## src/design/countdown_timer_with_alert_assert.svh

```systemverilog
// Assertion macros used by the countdown timer core (cdt_core).
`ifndef COUNTDOWN_TIMER_WITH_ALERT_ASSERT_SVH
`define COUNTDOWN_TIMER_WITH_ALERT_ASSERT_SVH

// Property that must hold at every clock edge outside reset.
`define CDT_ASSERT(label, prop, msg) \
	label: assert property (@(posedge clk) disable iff (!arst_n) (prop)) else $error(msg);

// Condition in one cycle that implies a consequence in the next cycle.
`define CDT_ASSERT_NEXT(label, cond, cons, msg) \
	label: assert property (@(posedge clk) disable iff (!arst_n) (cond) |=> (cons)) \
		else $error(msg);

`endif

```

## src/design/cdt_pkg.sv

```systemverilog
// Types, constants and helper functions of the countdown timer.
package cdt_pkg;

	// Bar geometry.
	localparam int BAR_LEDS = 5;
	localparam int BAR_CAP = (BAR_LEDS > 7) ? 7 : BAR_LEDS;
	localparam logic [4:0] BAR_MASK = 5'(((1 << BAR_CAP) - 1) & 31);
	localparam logic [4:0] BAR_ALT = 5'(32'h5555_5555 & ((1 << BAR_CAP) - 1) & 31);
	localparam logic [2:0] PRESS_CAP = 3'(BAR_CAP);

	// Field widths.
	localparam int SEC_W = 15;
	localparam int TICK_W = 10;
	localparam int STEP_W = 6;
	localparam int CFG_INDEX_W = 3;
	localparam int CFG_DATA_W = 10;
	localparam logic [SEC_W-1:0] SEC_MAX = 15'h7FFF;

	// Commands carried in tuser.
	localparam logic [1:0] CMD_TICK = 2'd0;
	localparam logic [1:0] CMD_START = 2'd1;
	localparam logic [1:0] CMD_RESET = 2'd2;

	// Operating modes.
	localparam logic [1:0] MODE_IDLE = 2'd0;
	localparam logic [1:0] MODE_COUNT = 2'd1;
	localparam logic [1:0] MODE_ALERT = 2'd2;

	// Alert phases: red, green, blue, then motor.
	localparam logic [2:0] PH_RED = 3'd0;
	localparam logic [2:0] PH_BLUE = 3'd2;
	localparam logic [2:0] PH_MOTOR = 3'd3;

	// Configuration register indexes.
	localparam logic [CFG_INDEX_W-1:0] REG_TICKS_PER_SECOND = 3'd0;
	localparam logic [CFG_INDEX_W-1:0] REG_BLINK_STEP_TICKS = 3'd1;
	localparam logic [CFG_INDEX_W-1:0] REG_COLOR_STEP_TICKS = 3'd2;
	localparam logic [CFG_INDEX_W-1:0] REG_MOTOR_PULSE_TICKS = 3'd3;
	localparam logic [CFG_INDEX_W-1:0] REG_BLINK_STEP_COUNT = 3'd4;
	localparam logic [CFG_INDEX_W-1:0] REG_ALERT_CYCLE_COUNT = 3'd5;

	// Input item.
	typedef struct packed {
		logic [1:0] cmd;
		logic       sel_10;
		logic       sel_20;
		logic       sel_30;
		logic       sel_60;
		logic       color_alert_en;
		logic       shake_alert_en;
	} item_t;

	// Configuration registers.
	typedef struct packed {
		logic [TICK_W-1:0] ticks_per_second;
		logic [TICK_W-1:0] blink_step_ticks;
		logic [TICK_W-1:0] color_step_ticks;
		logic [TICK_W-1:0] motor_pulse_ticks;
		logic [STEP_W-1:0] blink_step_count;
		logic [STEP_W-1:0] alert_cycle_count;
	} cfg_t;

	// Result item.
	typedef struct packed {
		logic [4:0]       bar_leds;
		logic [2:0]       rgb_leds;
		logic             motor_drive;
		logic [1:0]       mode;
		logic [SEC_W-1:0] remaining_seconds;
		logic [2:0]       bar_count;
	} result_t;

	// A tick count of zero behaves as one.
	function automatic logic [TICK_W-1:0] min_one_ticks(input logic [TICK_W-1:0] v);
		return (v == '0) ? TICK_W'(1) : v;
	endfunction

	// A step count of zero behaves as one.
	function automatic logic [STEP_W-1:0] min_one_steps(input logic [STEP_W-1:0] v);
		return (v == '0) ? STEP_W'(1) : v;
	endfunction

	// Bar with the lowest n LEDs lit.
	function automatic logic [4:0] bar_fill(input logic [2:0] n);
		logic [7:0] full;
		full = (8'd1 << n) - 8'd1;
		return full[4:0] & BAR_MASK;
	endfunction

endpackage

```

## src/design/countdown_timer_with_alert.sv

```systemverilog
// A transfer in is registered in the input register, then its result in the output register.
// Throughput: one item per cycle unless the output register is full and m_tready is low.
// Each register holds one item; input keeps taking items while the output register drains.
// Reset (arst_n low) empties both registers, clears the timer state and the alert state at
// once, and loads the configuration registers with their defaults.
module countdown_timer_with_alert
	import cdt_pkg::*;
(
	input  logic                   clk,
	input  logic                   arst_n,
	input  logic                   s_tvalid,
	output logic                   s_tready,
	// s_tdata: sel_10, sel_20, sel_30, sel_60, color_alert_en, shake_alert_en, two unused bits
	input  logic [7:0]             s_tdata,
	// s_tuser: cmd
	input  logic [1:0]             s_tuser,
	output logic                   m_tvalid,
	input  logic                   m_tready,
	// m_tdata: bar_leds[4:0], rgb_leds[7:5], motor_drive[8], mode[10:9],
	// remaining_seconds[25:11], bar_count[28:26], three zero bits
	output logic [31:0]            m_tdata,
	input  logic                   cfg_we,
	input  logic [CFG_INDEX_W-1:0] cfg_index,
	input  logic [CFG_DATA_W-1:0]  cfg_wdata
);

	logic    valid_s1;
	item_t   item_s1;
	logic    out_valid_q;
	result_t res_q;
	result_t res_next;
	cfg_t    cfg_q;
	logic    advance;

	assign advance = valid_s1 && (!out_valid_q || m_tready);
	assign s_tready = !valid_s1 || advance;

	// Configuration registers.
	always_ff @(posedge clk or negedge arst_n) begin
		if (!arst_n) begin
			cfg_q.ticks_per_second <= TICK_W'(20);
			cfg_q.blink_step_ticks <= TICK_W'(5);
			cfg_q.color_step_ticks <= TICK_W'(4);
			cfg_q.motor_pulse_ticks <= TICK_W'(8);
			cfg_q.blink_step_count <= STEP_W'(40);
			cfg_q.alert_cycle_count <= STEP_W'(10);
		end else if (cfg_we) begin
			case (cfg_index)
				REG_TICKS_PER_SECOND: cfg_q.ticks_per_second <= cfg_wdata;
				REG_BLINK_STEP_TICKS: cfg_q.blink_step_ticks <= cfg_wdata;
				REG_COLOR_STEP_TICKS: cfg_q.color_step_ticks <= cfg_wdata;
				REG_MOTOR_PULSE_TICKS: cfg_q.motor_pulse_ticks <= cfg_wdata;
				REG_BLINK_STEP_COUNT: cfg_q.blink_step_count <= cfg_wdata[STEP_W-1:0];
				REG_ALERT_CYCLE_COUNT: cfg_q.alert_cycle_count <= cfg_wdata[STEP_W-1:0];
				default: begin
				end
			endcase
		end
	end

	// Input register valid flag.
	always_ff @(posedge clk or negedge arst_n) begin
		if (!arst_n) begin
			valid_s1 <= 1'b0;
		end else if (s_tready) begin
			valid_s1 <= s_tvalid;
		end
	end

	// Input register payload.
	always_ff @(posedge clk) begin
		if (s_tvalid && s_tready) begin
			item_s1 <= '{
				cmd: s_tuser,
				sel_10: s_tdata[0],
				sel_20: s_tdata[1],
				sel_30: s_tdata[2],
				sel_60: s_tdata[3],
				color_alert_en: s_tdata[4],
				shake_alert_en: s_tdata[5]
			};
		end
	end

	cdt_core u_core (
		.clk     (clk),
		.arst_n  (arst_n),
		.step_en (advance),
		.item    (item_s1),
		.cfg     (cfg_q),
		.res_next(res_next)
	);

	// Output register valid flag.
	always_ff @(posedge clk or negedge arst_n) begin
		if (!arst_n) begin
			out_valid_q <= 1'b0;
		end else if (advance) begin
			out_valid_q <= 1'b1;
		end else if (m_tready) begin
			out_valid_q <= 1'b0;
		end
	end

	// Output register payload.
	always_ff @(posedge clk) begin
		if (advance) begin
			res_q <= res_next;
		end
	end

	assign m_tvalid = out_valid_q;
	assign m_tdata = {3'b000, res_q.bar_count, res_q.remaining_seconds, res_q.mode,
		res_q.motor_drive, res_q.rgb_leds, res_q.bar_leds};

endmodule

```

## src/design/cdt_core.sv

```systemverilog
// Timer state registers and the next-state logic for one item.
`include "countdown_timer_with_alert_assert.svh"

module cdt_core
	import cdt_pkg::*;
(
	input  logic    clk,
	input  logic    arst_n,
	input  logic    step_en,
	input  item_t   item,
	input  cfg_t    cfg,
	output result_t res_next
);

	logic [1:0]        mode_q, mode_d;
	logic [SEC_W-1:0]  sec_q, sec_d;
	logic [2:0]        press_q, press_d;
	logic [TICK_W-1:0] sub_q, sub_d;
	logic [STEP_W-1:0] steps_q, steps_d;
	logic [TICK_W-1:0] phase_q, phase_d;
	logic [2:0]        aphase_q, aphase_d;
	logic [1:0]        kind_q, kind_d;
	logic [4:0]        bar_q, bar_d;
	logic [2:0]        rgb_q, rgb_d;
	logic              motor_q, motor_d;

	logic [7:0]        inc;
	logic [SEC_W:0]    sec_sum;
	logic              end_cycle;
	logic              start_cycle;

	// Next state for the item now leaving the input register.
	always_comb begin
		mode_d = mode_q;
		sec_d = sec_q;
		press_d = press_q;
		sub_d = sub_q;
		steps_d = steps_q;
		phase_d = phase_q;
		aphase_d = aphase_q;
		kind_d = kind_q;
		bar_d = bar_q;
		rgb_d = rgb_q;
		motor_d = motor_q;
		end_cycle = 1'b0;
		start_cycle = 1'b0;
		inc = (item.sel_10 ? 8'd10 : 8'd0) + (item.sel_20 ? 8'd20 : 8'd0)
			+ (item.sel_30 ? 8'd30 : 8'd0) + (item.sel_60 ? 8'd60 : 8'd0);
		if (inc == 8'd0) begin
			inc = 8'd1;
		end
		sec_sum = {1'b0, sec_q} + {8'd0, inc};

		case (item.cmd)
			CMD_RESET: begin
				mode_d = MODE_IDLE;
				sec_d = '0;
				press_d = '0;
				sub_d = '0;
				steps_d = '0;
				phase_d = '0;
				aphase_d = '0;
				kind_d = '0;
				bar_d = '0;
				rgb_d = '0;
				motor_d = 1'b0;
			end
			CMD_START: begin
				if (mode_q != MODE_COUNT) begin
					sub_d = '0;
				end
				mode_d = MODE_COUNT;
				sec_d = (sec_sum > {1'b0, SEC_MAX}) ? SEC_MAX : sec_sum[SEC_W-1:0];
				if (press_q < PRESS_CAP) begin
					press_d = press_q + 3'd1;
				end
				bar_d = bar_fill(press_d);
				rgb_d = '0;
				motor_d = 1'b0;
				steps_d = '0;
				phase_d = '0;
				aphase_d = '0;
				kind_d = '0;
			end
			CMD_TICK: begin
				if (mode_q == MODE_COUNT) begin
					// One second goes by after the configured number of ticks.
					sub_d = sub_q + TICK_W'(1);
					if (sub_d >= min_one_ticks(cfg.ticks_per_second)) begin
						sub_d = '0;
						if (sec_q != '0) begin
							sec_d = sec_q - SEC_W'(1);
						end
						if (sec_d == '0) begin
							mode_d = MODE_ALERT;
							kind_d = {item.shake_alert_en, item.color_alert_en};
							steps_d = '0;
							phase_d = '0;
							aphase_d = '0;
							if (kind_d == 2'd0) begin
								bar_d = BAR_ALT ^ BAR_MASK;
							end else begin
								start_cycle = 1'b1;
							end
						end
					end
				end else if (mode_q == MODE_ALERT) begin
					phase_d = phase_q + TICK_W'(1);
					if (kind_q == 2'd0) begin
						// Bar blink alert.
						if (phase_d >= min_one_ticks(cfg.blink_step_ticks)) begin
							phase_d = '0;
							steps_d = steps_q + STEP_W'(1);
							if (steps_d >= min_one_steps(cfg.blink_step_count) ||
									steps_d == '0) begin
								bar_d = '0;
								mode_d = MODE_IDLE;
								steps_d = '0;
							end else begin
								bar_d = bar_q ^ BAR_MASK;
							end
						end
					end else if (aphase_q <= PH_BLUE) begin
						// Colour steps.
						if (phase_d >= min_one_ticks(cfg.color_step_ticks)) begin
							phase_d = '0;
							if (aphase_q < PH_BLUE) begin
								aphase_d = aphase_q + 3'd1;
								rgb_d = 3'b001 << aphase_d;
							end else if (kind_q[1]) begin
								aphase_d = PH_MOTOR;
								motor_d = 1'b1;
							end else begin
								end_cycle = 1'b1;
							end
						end
					end else begin
						// Motor pulse.
						if (phase_d >= min_one_ticks(cfg.motor_pulse_ticks)) begin
							motor_d = 1'b0;
							end_cycle = 1'b1;
						end
					end
				end
			end
			default: begin
			end
		endcase

		// End of one alert cycle of colour steps, motor pulse or both.
		if (end_cycle) begin
			steps_d = steps_q + STEP_W'(1);
			if (steps_d >= min_one_steps(cfg.alert_cycle_count) || steps_d == '0) begin
				rgb_d = '0;
				motor_d = 1'b0;
				mode_d = MODE_IDLE;
				steps_d = '0;
				phase_d = '0;
				aphase_d = '0;
			end else begin
				start_cycle = 1'b1;
			end
		end

		// Entry into the first phase of a cycle.
		if (start_cycle) begin
			phase_d = '0;
			if (kind_d[0]) begin
				aphase_d = PH_RED;
				rgb_d = 3'b001;
			end else begin
				aphase_d = PH_MOTOR;
				motor_d = 1'b1;
			end
		end
	end

	// State registers advance once per transfer out of the input register.
	always_ff @(posedge clk or negedge arst_n) begin
		if (!arst_n) begin
			mode_q <= MODE_IDLE;
			sec_q <= '0;
			press_q <= '0;
			sub_q <= '0;
			steps_q <= '0;
			phase_q <= '0;
			aphase_q <= '0;
			kind_q <= '0;
			bar_q <= '0;
			rgb_q <= '0;
			motor_q <= 1'b0;
		end else if (step_en) begin
			mode_q <= mode_d;
			sec_q <= sec_d;
			press_q <= press_d;
			sub_q <= sub_d;
			steps_q <= steps_d;
			phase_q <= phase_d;
			aphase_q <= aphase_d;
			kind_q <= kind_d;
			bar_q <= bar_d;
			rgb_q <= rgb_d;
			motor_q <= motor_d;
		end
	end

	// The result shows the state after the item.
	assign res_next = '{
		bar_leds: bar_d,
		rgb_leds: rgb_d,
		motor_drive: motor_d,
		mode: mode_d,
		remaining_seconds: sec_d,
		bar_count: press_d
	};

	`CDT_ASSERT(a_rgb_single, $onehot0(rgb_q), "more than one colour lit")
	`CDT_ASSERT(a_motor_alert, !motor_q || mode_q == MODE_ALERT, "motor on outside alert")
	`CDT_ASSERT(a_count_nonzero, mode_q != MODE_COUNT || sec_q != '0, "counting with zero left")
	`CDT_ASSERT(a_press_cap, press_q <= PRESS_CAP, "press count beyond bar")
	`CDT_ASSERT_NEXT(a_reset_press, step_en && item.cmd == CMD_RESET,
		mode_q == MODE_IDLE && sec_q == '0 && press_q == '0 && bar_q == '0,
		"reset press did not clear state")

endmodule
```

## config.mk

```make
export PLATFORM = sky130hd
export DESIGN_NAME = countdown_timer_with_alert
export DESIGN_NICKNAME = d
export VERILOG_FILES = /design/src/design/cdt_pkg.sv /design/src/design/countdown_timer_with_alert.sv /design/src/design/cdt_core.sv
export VERILOG_INCLUDE_DIRS = /design/src /design/src/design
export SDC_FILE = /design/constraint.sdc
export NUM_CORES = 1
export LEC_CHECK = 0
export BUFFER_PORTS_ARGS = -buffer_cell sky130_fd_sc_hd__buf_2
export CORE_ASPECT_RATIO = 0.9
export CORE_UTILIZATION = 56
export DETAILED_ROUTE_END_ITERATION = 6
export PLACE_DENSITY_LB_ADDON = 0.3
export SLEW_MARGIN = 5
export SYNTH_ARGS = -nofsm -noshare
export SYNTH_HDL_FRONTEND = slang
export SYNTH_SLANG_ARGS = --single-unit
```

## constraint.sdc

```tcl
create_clock -name clk -period 4.62 [get_ports clk]
set_input_delay 0.924 -clock clk [delete_from_list [all_inputs] [get_ports clk]]
set_output_delay 0.924 -clock clk [all_outputs]
set_load 0.005 [all_outputs]
```

==> out/qor.txt, run 1 <==
Compound-Gate Fraction of Synth Area: 0.194
Via Count: 8585
Reg2Reg Depth: 22
Initial antenna violation count: 0
Cell taking the most area after synthesis: dfrtp_1
Clock-pin slew on the worst setup and hold paths: 0.06 ns
Pin count of the biggest net entering global routing: 78
CP delay by family, top: adder cells
WHS Path Cells: 1
Outcome: finished clean
Die height: 129 µm
GRT Util Overall: 0.275
Starting density of the core: 0.572
Comb power frac: 0.297
Layout area overhead: 14.5%
Slew @ Worst Pin: 1.02 ns
Crit path largest cell delay: 0.57 ns
Detail Placement HPWL: 17.0 mm
CTS tree: yes
Worst Path Max Fanout: 3
R2r endpoint: m_tdata[17]$_DFFE_PP_
Net Switching: 1.57 mW
WL final: 24.5 mm
Startpoint types: flop
Die ar.: 18600 µm²
Sequential Power Share: 0.377
Static Leak: 5.27 nW
Count leader, synth: nand2_1
Final core occ: 0.655
Vias per inst: 6.05
I/O pin cnt: 62
# nets final: 1276
CP max-delay cell: fa_1
Area share of and/or/nand/nor cells after synthesis: 0.175
Crit Path Category: reg -> reg
Hold WC Path Type: reg -> reg
Largest family of logic cells by synthesized area: compound AO/OA/AOI/OAI gates
Worst-skew pair later-pin latency: 0.43 ns
Share of cells above drive strength 1: 0.189
Clock power frac: 0.326
GP Congestion: 0.880
Non-filler cells in the finished layout: 1419
Vias in the first global route: 8018
Min cycle time layout: 4.59 ns
Clk buf depth: 2
DRT iter0 DRCs: 608
Synth cell types: 84
Post-Synth Adder-Cell Area: 0.105
RSZ-0062 raised after global routing: true
Int Power: 3.18 mW
Final ANT Viol Nets: 0
Hold path endpoint: m_tvalid$_DFFE_PN0P_
Critical Path AT: 4.77 ns
Mapped Area: 10100 µm²
Flop2flop setup slack: 0.03 ns
EDFF count, synth: 37
Seq/Total Area, Yosys: 0.393
Synth top area cells: dfrtp_1, edfxtp_1, ha_1
Worst path cell trace: buf_6 > fa_1 > inv_2 > fa_2 > buf_4 > nor2b_2 > o21ai_1 > nand2b_1 > nor4_4 > ha_2 > inv_2 > fa_2 > nor2b_1 > o21a_1 > buf_4 > buf_6 > o21a_4 > o21a_1 > or3_1 > a21o_1 > a22o_1 > mux2_2
# hold bufs at CTS: 0
Num rows: 46
I/O Buffers: 56
Worst hold start: valid_s1$_DFFE_PN0N_
Worst Path Buf+Inv: 6
Placed cell count: 1379
Mapped Cells: 1091
Count of antenna diodes in the layout: 0
Core Region: 17700 µm²
Wire per inst: 17.2 µm
Slew HR: 0.323
Post-Route Skew: 0.0112 ns
Post-synthesis xor/xnor area fraction: 0.0303
Final hold viol count: 0
Drt pass-1 iters: 6
Synth top area share: 0.257
Power Density: 410 nW/µm²
Period utilisation layout: 0.994
Pins Over Slew Limit: 0
Synth warn: 0
DRC: 0
GR Overflow Total: 0
Die X: 144 µm
Register Area: 3980 µm²
Switching share of power: 0.330
Total power: 4.75 mW
Top post-synthesis cells by count: nand2_1, dfrtp_1, o21ai_0
Root buf cell: clkbuf_16
Crit path capture type: flop
Area of the multi-input gates: 5710 µm²
Max_cap viols: 0
Asr flop ratio synth: 0.755
Global-route wire length before repair: 39.8 mm
Layout fillers: 1438
Mux contribution to synthesized area: 0.0495
Main synth FF type: dfrtp_1
CTS Sinks: 151
Post-Syn Area per Cell: 9.27 µm²
Synth Register Bits: 151
Worst endpoint required time: 4.80 ns
FF-to-FF Start: item_s1[2]$_DFFE_PP_
Fmax: 0.218 GHz
TritonCTS buffer count: 17
Worst-case vdd ir drop: 0.245 mV
H-Tree Depth: 4
Finish-stage setup viols: 0
final cells by class:
cell class / count / share of cell area
clock inverter: 15 / 0.0195
multi-input combinational: 813 / 0.494
sequential: 151 / 0.343
timing repair buffer: 101 / 0.0543
clock buffer: 17 / 0.0367
tap: 240 / 0.0259
inverter: 82 / 0.0266
layer usage:
layer | vias up | global-route usage | wire length, µm
met5 | - | 0 | 0
met4 | 0 | 0.106 | 634
met3 | 54 | 0.0562 | 1500
met2 | 294 | 0.429 | 11000
met1 | 4128 | 0.378 | 11300
li1 | 4109 | - | -
cell families (layout without fill, tap and decap cells):
family                   Yosys count  count (layout)
adder cells (fa/ha/maj)           83              83
multiplexers                      45              45
AND/OR/NAND/NOR                  347             347
buffers and inverters            129             215
flip-flops                       151             151
AO/OA/AOI/OAI                    300             300
other                              1               3
XOR/XNOR                          35              35
cell usage in the layout, fill, tap and decap left out, types with 26 or more instances in the layout:
cell | synthesis | routed
nand2_1 | 124 | 124
buf_4 | 7 | 44
a21oi_1 | 57 | 56
nor3_1 | 27 | 26
buf_2 | 2 | 55
inv_1 | 81 | 79
ha_1 | 78 | 77
nand3_1 | 27 | 27
o21ai_0 | 96 | 89
nor2_1 | 58 | 58
dfrtp_1 | 104 | 104
edfxtp_1 | 37 | 37
mux2_2 | 40 | 38
power groups by stage:
stage	clock, mW	combinational [mW]	sequential [mW]
floorplan	0	1.02	1.74
global placement	0	1.27	1.80
detailed placement	0	1.31	1.81
CTS	1.56	1.34	1.79
global route	1.62	1.57	1.82
finish	1.55	1.41	1.79
through the flow:
stage          setup TNS (ns)  hold WS, ns  instance area, µm²  setup slack (ns)
6_report                    0        0.489               11600            0.0290
5_1_grt                -0.385        0.522               11600            -0.142
4_1_cts               -0.0696        0.491               11500           -0.0411
3_5_place_dp           -0.814        0.485               10800            -0.266
3_3_place_gp           -0.173        0.470               10800            -0.133
2_1_floorplan               0        0.457               10100            0.0334
worst max-delay path by stage:
stage	from	endpoint	slack, ns	depth (start not counted)
after global routing	item_s1[2]$_DFFE_PP_	m_tdata[25]$_DFFE_PP_	-0.14	18
after detailed placement	item_s1[2]$_DFFE_PP_	m_tdata[25]$_DFFE_PP_	-0.27	18
after CTS	item_s1[2]$_DFFE_PP_	m_tdata[25]$_DFFE_PP_	-0.04	18
final	item_s1[2]$_DFFE_PP_	m_tdata[17]$_DFFE_PP_	0.03	22
after global placement	item_s1[2]$_DFFE_PP_	m_tdata[25]$_DFFE_PP_	-0.13	18
after floorplan	item_s1[2]$_DFFE_PP_	m_tdata[25]$_DFFE_PP_	0.03	18
worst reg2reg max path, stage by stage (launching register included):
cell	delay, ns
edfxtp_1	0.42
buf_6	0.15
fa_1	0.57
inv_2	0.05
fa_2	0.38
buf_4	0.15
nor2b_2	0.10
o21ai_1	0.06
nand2b_1	0.13
nor4_4	0.06
ha_2	0.20
inv_2	0.05
fa_2	0.19
nor2b_1	0.05
o21a_1	0.20
buf_4	0.14
buf_6	0.11
o21a_4	0.20
o21a_1	0.19
or3_1	0.31
a21o_1	0.17
a22o_1	0.19
mux2_2	0.27
registers in the layout (all words and copies together) (netlist names), 2 cells and up:
signal / cells
u_core.sub_q: 10
u_core.kind_q: 2
u_core.rgb_q: 3
u_core.mode_q: 2
u_core.bar_q: 5
m_tdata: 29
u_core.aphase_q: 3
u_core.phase_q: 10
cfg_q: 52
item_s1: 8
u_core.press_q: 3
u_core.sec_q: 15
u_core.steps_q: 6
what timing repair did:
action / CTS / global route
endpoints found under the hold margin: 0 / 0
resized for setup: 12 / 16
cloned: 0 / 0
pin swaps: 6 / 5
endpoints found under the setup margin: 7 / 35
setup buffers: 2 / 6
(Power assumes the default switching activity.)
==> run 2: changes to the inputs <==
--- a/config.mk
+++ b/config.mk
@@ -6,8 +6,11 @@
 export SDC_FILE = /design/constraint.sdc
 export NUM_CORES = 1
 export LEC_CHECK = 0
+export ABC_AREA = 1
 export BUFFER_PORTS_ARGS = -buffer_cell sky130_fd_sc_hd__buf_2
+export CAP_MARGIN = 20
 export CORE_ASPECT_RATIO = 0.9
+export CORE_MARGIN = 2
 export CORE_UTILIZATION = 56
 export DETAILED_ROUTE_END_ITERATION = 6
 export PLACE_DENSITY_LB_ADDON = 0.3
==> run 2 against run 1 <==
Synthesized area grew 3.5%. First-iteration DRC count grew 31%. Non-clock buffer count shrank 30. Critical path depth shrank 1. Sequential cell count is the same. Power grew 10%. Clock power shrank 12%. Worst hold slack is essentially flat. Largest power group unchanged. Combinational power grew 37%. Design area shrank 0.11%. Worst setup slack gained 0.30 ns.
==> out/qor.txt, run 2 <==
Outcome: finished clean
Num rows: 47
Most flop-heavy register: cfg_q
CP max-delay cell: fa_1
GRT Util Overall: 0.270
Core Region: 18300 µm²
WHS Path Cells: 2
Mapped Cells: 1406
Global-route wire length before repair: 42.8 mm
DRC: 0
Vias in the first global route: 8886
Asr flop ratio synth: 0.755
CTS Sinks: 151
Cell taking the most area after synthesis: dfrtp_1
DP Area: 11000 µm²
Worst-skew pair later-pin latency: 0.44 ns
Count leader, synth: nand2_1
Worst endpoint required time: 4.81 ns
Synth top area cells: dfrtp_1, nand2_1, edfxtp_1
Main synth FF type: dfrtp_1
TritonCTS buffer count: 17
# nets final: 1565
Register Area: 3980 µm²
I/O Buffers: 56
Hold WC Path Type: reg -> reg
H-Tree Depth: 4
DRT iter0 DRCs: 799
Max_cap viols: 0
Count of antenna diodes in the layout: 0
Worst hold slack: 0.488 ns
Synth warn: 0
Non-filler cells in the finished layout: 1713
Routed wl met2: 11.8 mm
Worst path cell trace: fa_1 > buf_4 > ha_1 > a21oi_1 > nand2_1 > xor2_1 > nor4_2 > ha_2 > inv_1 > fa_1 > nand3b_1 > nor2_1 > nor2_1 > o21ai_1 > buf_4 > nand2_1 > o21ai_1 > nand3_1 > nand2_1 > nand3_1 > o21a_1
Clock-pin slew on the worst setup and hold paths: 0.06 ns
Crit path capture type: flop
Worst-case vdd ir drop: 0.260 mV
Most frequent cells in the layout: nand2_1, inv_1, o21ai_0
Most frequent CP cell: nand2_1
Wire per inst: 15.1 µm
Critical Path AT: 4.49 ns
M1 WL: 12.0 mm
WL final: 25.9 mm
Mapped Area: 10500 µm²
Starting density of the core: 0.570
Crit Path Category: reg -> reg
Final hold viol count: 0
Root buf cell: clkbuf_16
Crit path largest cell delay: 0.49 ns
Startpoint types: flop
Seq/Total Area, Yosys: 0.380
Pins Over Slew Limit: 0
I/O pin cnt: 62
GP Congestion: 0.947
Hold path endpoint: cfg_q[13]$_DFFE_PN0P_
Commonest non-fill, non-tap cell in the layout: nand2_1
Fmax: 0.233 GHz
Power Density: 452 nW/µm²
Layout fillers: 1667
Initial antenna violation count: 0
R2r endpoint: m_tdata[25]$_DFFE_PP_
Pin count of the biggest net entering global routing: 61
Static Leak: 5.93 nW
Clk buf depth: 2
Layout area overhead: 10.5%
# hold bufs at CTS: 0
Detail Placement HPWL: 18.4 mm
Slew HR: 0.450
Min cycle time layout: 4.29 ns
Finish-stage setup viols: 0
Worst Path Max Fanout: 4
Drt pass-1 iters: 6
Die height: 134 µm
Worst Path Buf+Inv: 3
Area of the multi-input gates: 5490 µm²
GR Overflow Total: 0
Synth top area share: 0.249
Share of cells above drive strength 1: 0.108
Vias per inst: 5.54
Post-Route Skew: 0.0109 ns
Via Count: 9497
FF-to-FF Start: item_s1[2]$_DFFE_PP_
Total power: 5.23 mW
Period utilisation layout: 0.929
CTS tree: yes
CP delay by family, top: adder cells
Post-Syn Area per Cell: 7.44 µm²
Uppermost layer routed: met4
Top post-synthesis cells by count: nand2_1, inv_1, o21ai_0
Die ar.: 19800 µm²
Synth cell types: 50
Final Cell Area: 11600 µm²
EDFF count, synth: 37
Slew @ Worst Pin: 0.826 ns
Final ANT Viol Nets: 0
Flop2flop setup slack: 0.33 ns
Reg2Reg Depth: 21
Met3 wire len: 1.55 mm
Number of flip-flops in the largest register: 52
Synth Register Bits: 151
Placed cell count: 1678
Die X: 148 µm
Worst hold start: cfg_q[13]$_DFFE_PN0P_
run 2: changes by cell type after synthesis, moves of 11 or more:
cell / change
a211oi_1: -15
a21o_1: -11
inv_1: +130
mux2_2: -40
nand2_1: +241
nand2b_1: -22
nand3_1: +63
nor2_1: +37
nor2b_1: -11
o21ai_0: +14
o22ai_1: +14
xnor2_1: -22
xor2_1: +12
run 2: cell families after synthesis:
group           share of synthesized area
compound gates                      0.136
xor+xnor                           0.0209
other cells                      0.000358
fa+ha+maj                           0.101
buf+inv                            0.0969
simple gates                        0.264
flops                               0.380
mux                              0.000957
run 2: per-layer routing:
metal,track usage,vias up
met1,0.376,4395
met3,0.0469,50
li1,-,4705
met5,0,-
met4,0.0947,0
met2,0.425,347
run 2: how the worst max path moves through the flow:
stage	from	to	slack, ns	cells past startpoint
after detailed placement	item_s1[2]$_DFFE_PP_	m_tdata[25]$_DFFE_PP_	0.14	22
final	item_s1[2]$_DFFE_PP_	m_tdata[25]$_DFFE_PP_	0.33	21
after global placement	item_s1[2]$_DFFE_PP_	m_tdata[25]$_DFFE_PP_	0.19	22
after global routing	item_s1[2]$_DFFE_PP_	m_tdata[25]$_DFFE_PP_	-0.04	21
after CTS	item_s1[2]$_DFFE_PP_	m_tdata[25]$_DFFE_PP_	0.08	22
after floorplan	item_s1[2]$_DFFE_PP_	m_tdata[25]$_DFFE_PP_	0.40	21
run 2: final cells by class:
cell class	instances	share of cell area
Timing Repair Buffer	71	0.0345
Inverter	217	0.0704
Clock buffer	21	0.0426
Clock inverter	11	0.00747
Multi-Input combinational cell	997	0.475
Tap cell	245	0.0265
Sequential cell	151	0.344
run 2: repair_timing:
action | 4_1_cts | 5_1_grt
endpoints found under the setup margin | 0 | 8
setup buffers | 0 | 3
gates resized for setup | 0 | 4
run 2: tightest hold or removal path, stage by stage, from the launching register on:
cell and delay, ns:
dfrtp_1 0.34, nand2_1 0.05, o21ai_0 0.06
run 2: per-stage QoR:
step	setup slack [ns]	TNS (ns)	utilization
2_1_floorplan	0.397	0	-
3_3_place_gp	0.185	0	0.596
3_5_place_dp	0.144	0	0.597
4_1_cts	0.0801	0	0.629
5_1_grt	-0.0414	-0.0414	0.630
6_report	0.326	0	0.630
run 2: where the power goes:
group / switching [mW] / internal, mW / leakage, nW
Combinational: 1.25 / 0.680 / 3.85
Sequential: 0.274 / 1.66 / 1.80
Clock: 0.598 / 0.771 / 0.281
Total: 2.12 / 3.11 / 5.93
==> run 3: changes to the inputs <==
--- a/config.mk
+++ b/config.mk
@@ -6,7 +6,7 @@
 export SDC_FILE = /design/constraint.sdc
 export NUM_CORES = 1
 export LEC_CHECK = 0
-export ABC_AREA = 1
+export ABC_AREA = 0
 export BUFFER_PORTS_ARGS = -buffer_cell sky130_fd_sc_hd__buf_2
 export CAP_MARGIN = 20
 export CORE_ASPECT_RATIO = 0.9
==> run 3 against run 2 <==
The run now ends with setup timing left. Die area is 3.3% lower. Largest cell class unchanged. Critical path depth fell by 3. Design area fell by 0.15%. Core utilization up 2.3 points. Sequential share of layout area is 0.052 points higher. Sequential cell count unchanged. Non-clock buffer count is 25 higher. Combinational power decreased by 26%. Worst setup slack worse by 0.34 ns. Power decreased by 9.5%. Via count is 12% lower. Maximum frequency decreased by 7.3%.
==> out/qor.txt, run 3 (same netlist as run 1, synthesis figures left out) <==
Critical Path AT: 4.80 ns
DRC: 0
DP Area: 10800 µm²
Reg2Reg Depth: 18
Detail Placement HPWL: 17.1 mm
# nets final: 1271
Die ar.: 19100 µm²
FF-to-FF Start: item_s1[2]$_DFFE_PP_
Worst hold start: u_core.sub_q[9]$_DFFE_PN0P_
Setup WS pre-CTS: -0.229 ns
R2r endpoint: m_tdata[25]$_DFFE_PP_
H-Tree Depth: 4
Clock-pin slew on the worst setup and hold paths: 0.06 ns
Hold WC Path Type: reg -> reg
Initial antenna violation count: 0
Die X: 146 µm
Slew @ Worst Pin: 0.912 ns
Clk buf depth: 2
Pin count of the biggest net entering global routing: 60
CTS Sinks: 151
GRT Util Overall: 0.259
Via Count: 8398
TritonCTS buffer count: 17
Commonest non-fill, non-tap cell in the layout: nand2_1
Most frequent cells in the layout: nand2_1, dfrtp_1, o21ai_0
Worst-skew pair later-pin latency: 0.43 ns
Core Region: 17700 µm²
Static Leak: 5.25 nW
Vias in the first global route: 8025
# hold bufs at CTS: 0
Final core occ: 0.653
Fmax: 0.216 GHz
Final hold viol count: 0
Starting density of the core: 0.572
Worst hold slack: 0.497 ns
Finish-stage setup viols: 1
GP Congestion: 0.942
Count of antenna diodes in the layout: 0
Most flop-heavy register: cfg_q
Max_cap viols: 0
Crit Path Category: reg -> reg
Outcome: complete, but fails checks
RSZ-0062 raised after global routing: true
Worst endpoint required time: 4.78 ns
Period utilisation layout: 1.00
Worst-case vdd ir drop: 0.261 mV
I/O pin cnt: 62
Share of cells above drive strength 1: 0.185
WHS Path Cells: 2
Crit path largest cell delay: 0.59 ns
WL final: 24.6 mm
CP max-delay cell: fa_1
Wire per inst: 17.4 µm
Worst path cell trace: fa_1 > ha_2 > inv_2 > fa_2 > xnor2_2 > or3_4 > nor4_4 > ha_2 > inv_2 > fa_2 > nor2b_1 > o21a_1 > o21ai_2 > a211oi_2 > nand3_1 > mux2_2 > a211o_1 > a21boi_0
Die height: 131 µm
Global-route wire length before repair: 40.0 mm
Vias per inst: 5.94
GR Overflow Total: 0
CTS tree: yes
Slew HR: 0.391
Min cycle time layout: 4.63 ns
Root buf cell: clkbuf_16
Flop2flop setup slack: -0.01 ns
Number of flip-flops in the largest register: 52
Failing checks: setup timing
Post-Route Skew: 0.00754 ns
DRT iter0 DRCs: 718
Pins Over Slew Limit: 0
Layout area overhead: 14.2%
Crit path capture type: flop
Drt pass-1 iters: 5
Final setup margin: -0.0125 ns
I/O Buffers: 56
Hold path endpoint: u_core.sub_q[9]$_DFFE_PN0P_
Power Density: 410 nW/µm²
Worst Path Max Fanout: 2
Num rows: 46
Final ANT Viol Nets: 0
Startpoint types: flop
Setup TNS: -0.0125 ns
Final Cell Area: 11500 µm²
run 3: cell count changes in the layout (fill, tap and decap cells not counted), sizes merged, moves of 25 or more:
cell and change:
nand2 -251, inv -135, nand3 -73, nor2 -49
mux2 +40, buf +25
run 3: worst max path at each step:
stage	start	to	cells after the start
2_1_floorplan	item_s1[2]$_DFFE_PP_	m_tdata[25]$_DFFE_PP_	18
3_3_place_gp	item_s1[2]$_DFFE_PP_	m_tdata[25]$_DFFE_PP_	18
3_5_place_dp	item_s1[2]$_DFFE_PP_	m_tdata[25]$_DFFE_PP_	18
4_1_cts	item_s1[2]$_DFFE_PP_	m_tdata[25]$_DFFE_PP_	18
5_1_grt	item_s1[2]$_DFFE_PP_	m_tdata[25]$_DFFE_PP_	18
6_report	item_s1[2]$_DFFE_PP_	m_tdata[25]$_DFFE_PP_	18
run 3: what timing repair did:
| item | CTS | global route |
|---|---|---|
| buffers inserted | 2 | 3 |
| pin swaps | 5 | 6 |
| gates resized for setup | 9 | 14 |
| cloned | 0 | 0 |
| setup endpoints to repair | 6 | 27 |
run 3: cell type report:
type                       count  area (µm²)
inverter                      82         308
sequential                   151        3980
timing repair buffer          96         596
clock inverter                11         168
fill                        1408        6120
tap                          240         300
clock buffer                  21         482
multi-input combinational    813        5720
run 3: routing by layer:
layer | wire length [µm] | track usage | vias to the layer above
met2 | 11300 | 0.405 | 247
met5 | 0 | 0 | -
met4 | 402 | 0.0795 | 0
met3 | 1390 | 0.0524 | 40
li1 | - | - | 4111
met1 | 11500 | 0.363 | 4000
run 3: through the flow:
stage | cells | power [mW]
3_3_place_gp | 1377 | 3.07
3_5_place_dp | 1377 | 3.12
5_1_grt | 1414 | 4.99
2_1_floorplan | 1093 | 2.75
4_1_cts | 1411 | 4.68
6_report | 1414 | 4.74
run 3: where the power goes:
part	internal [mW]	total (mW)	switching [mW]
Sequential	1.60	1.79	0.194
Clock	0.965	1.53	0.563
Combinational	0.611	1.42	0.806
run 3: critical path: cells and delay by family (launching register included):
kind                       cells  cell delay [ns]
adders and majority gates      5             1.72
DFF                            1             0.42
buffers and inverters          2             0.08
xor gates and xnor gates       1             0.15
and+or+nand+nor                4             0.74
AOI/OAI and AO/OA              5             0.96
muxes                          1             0.30
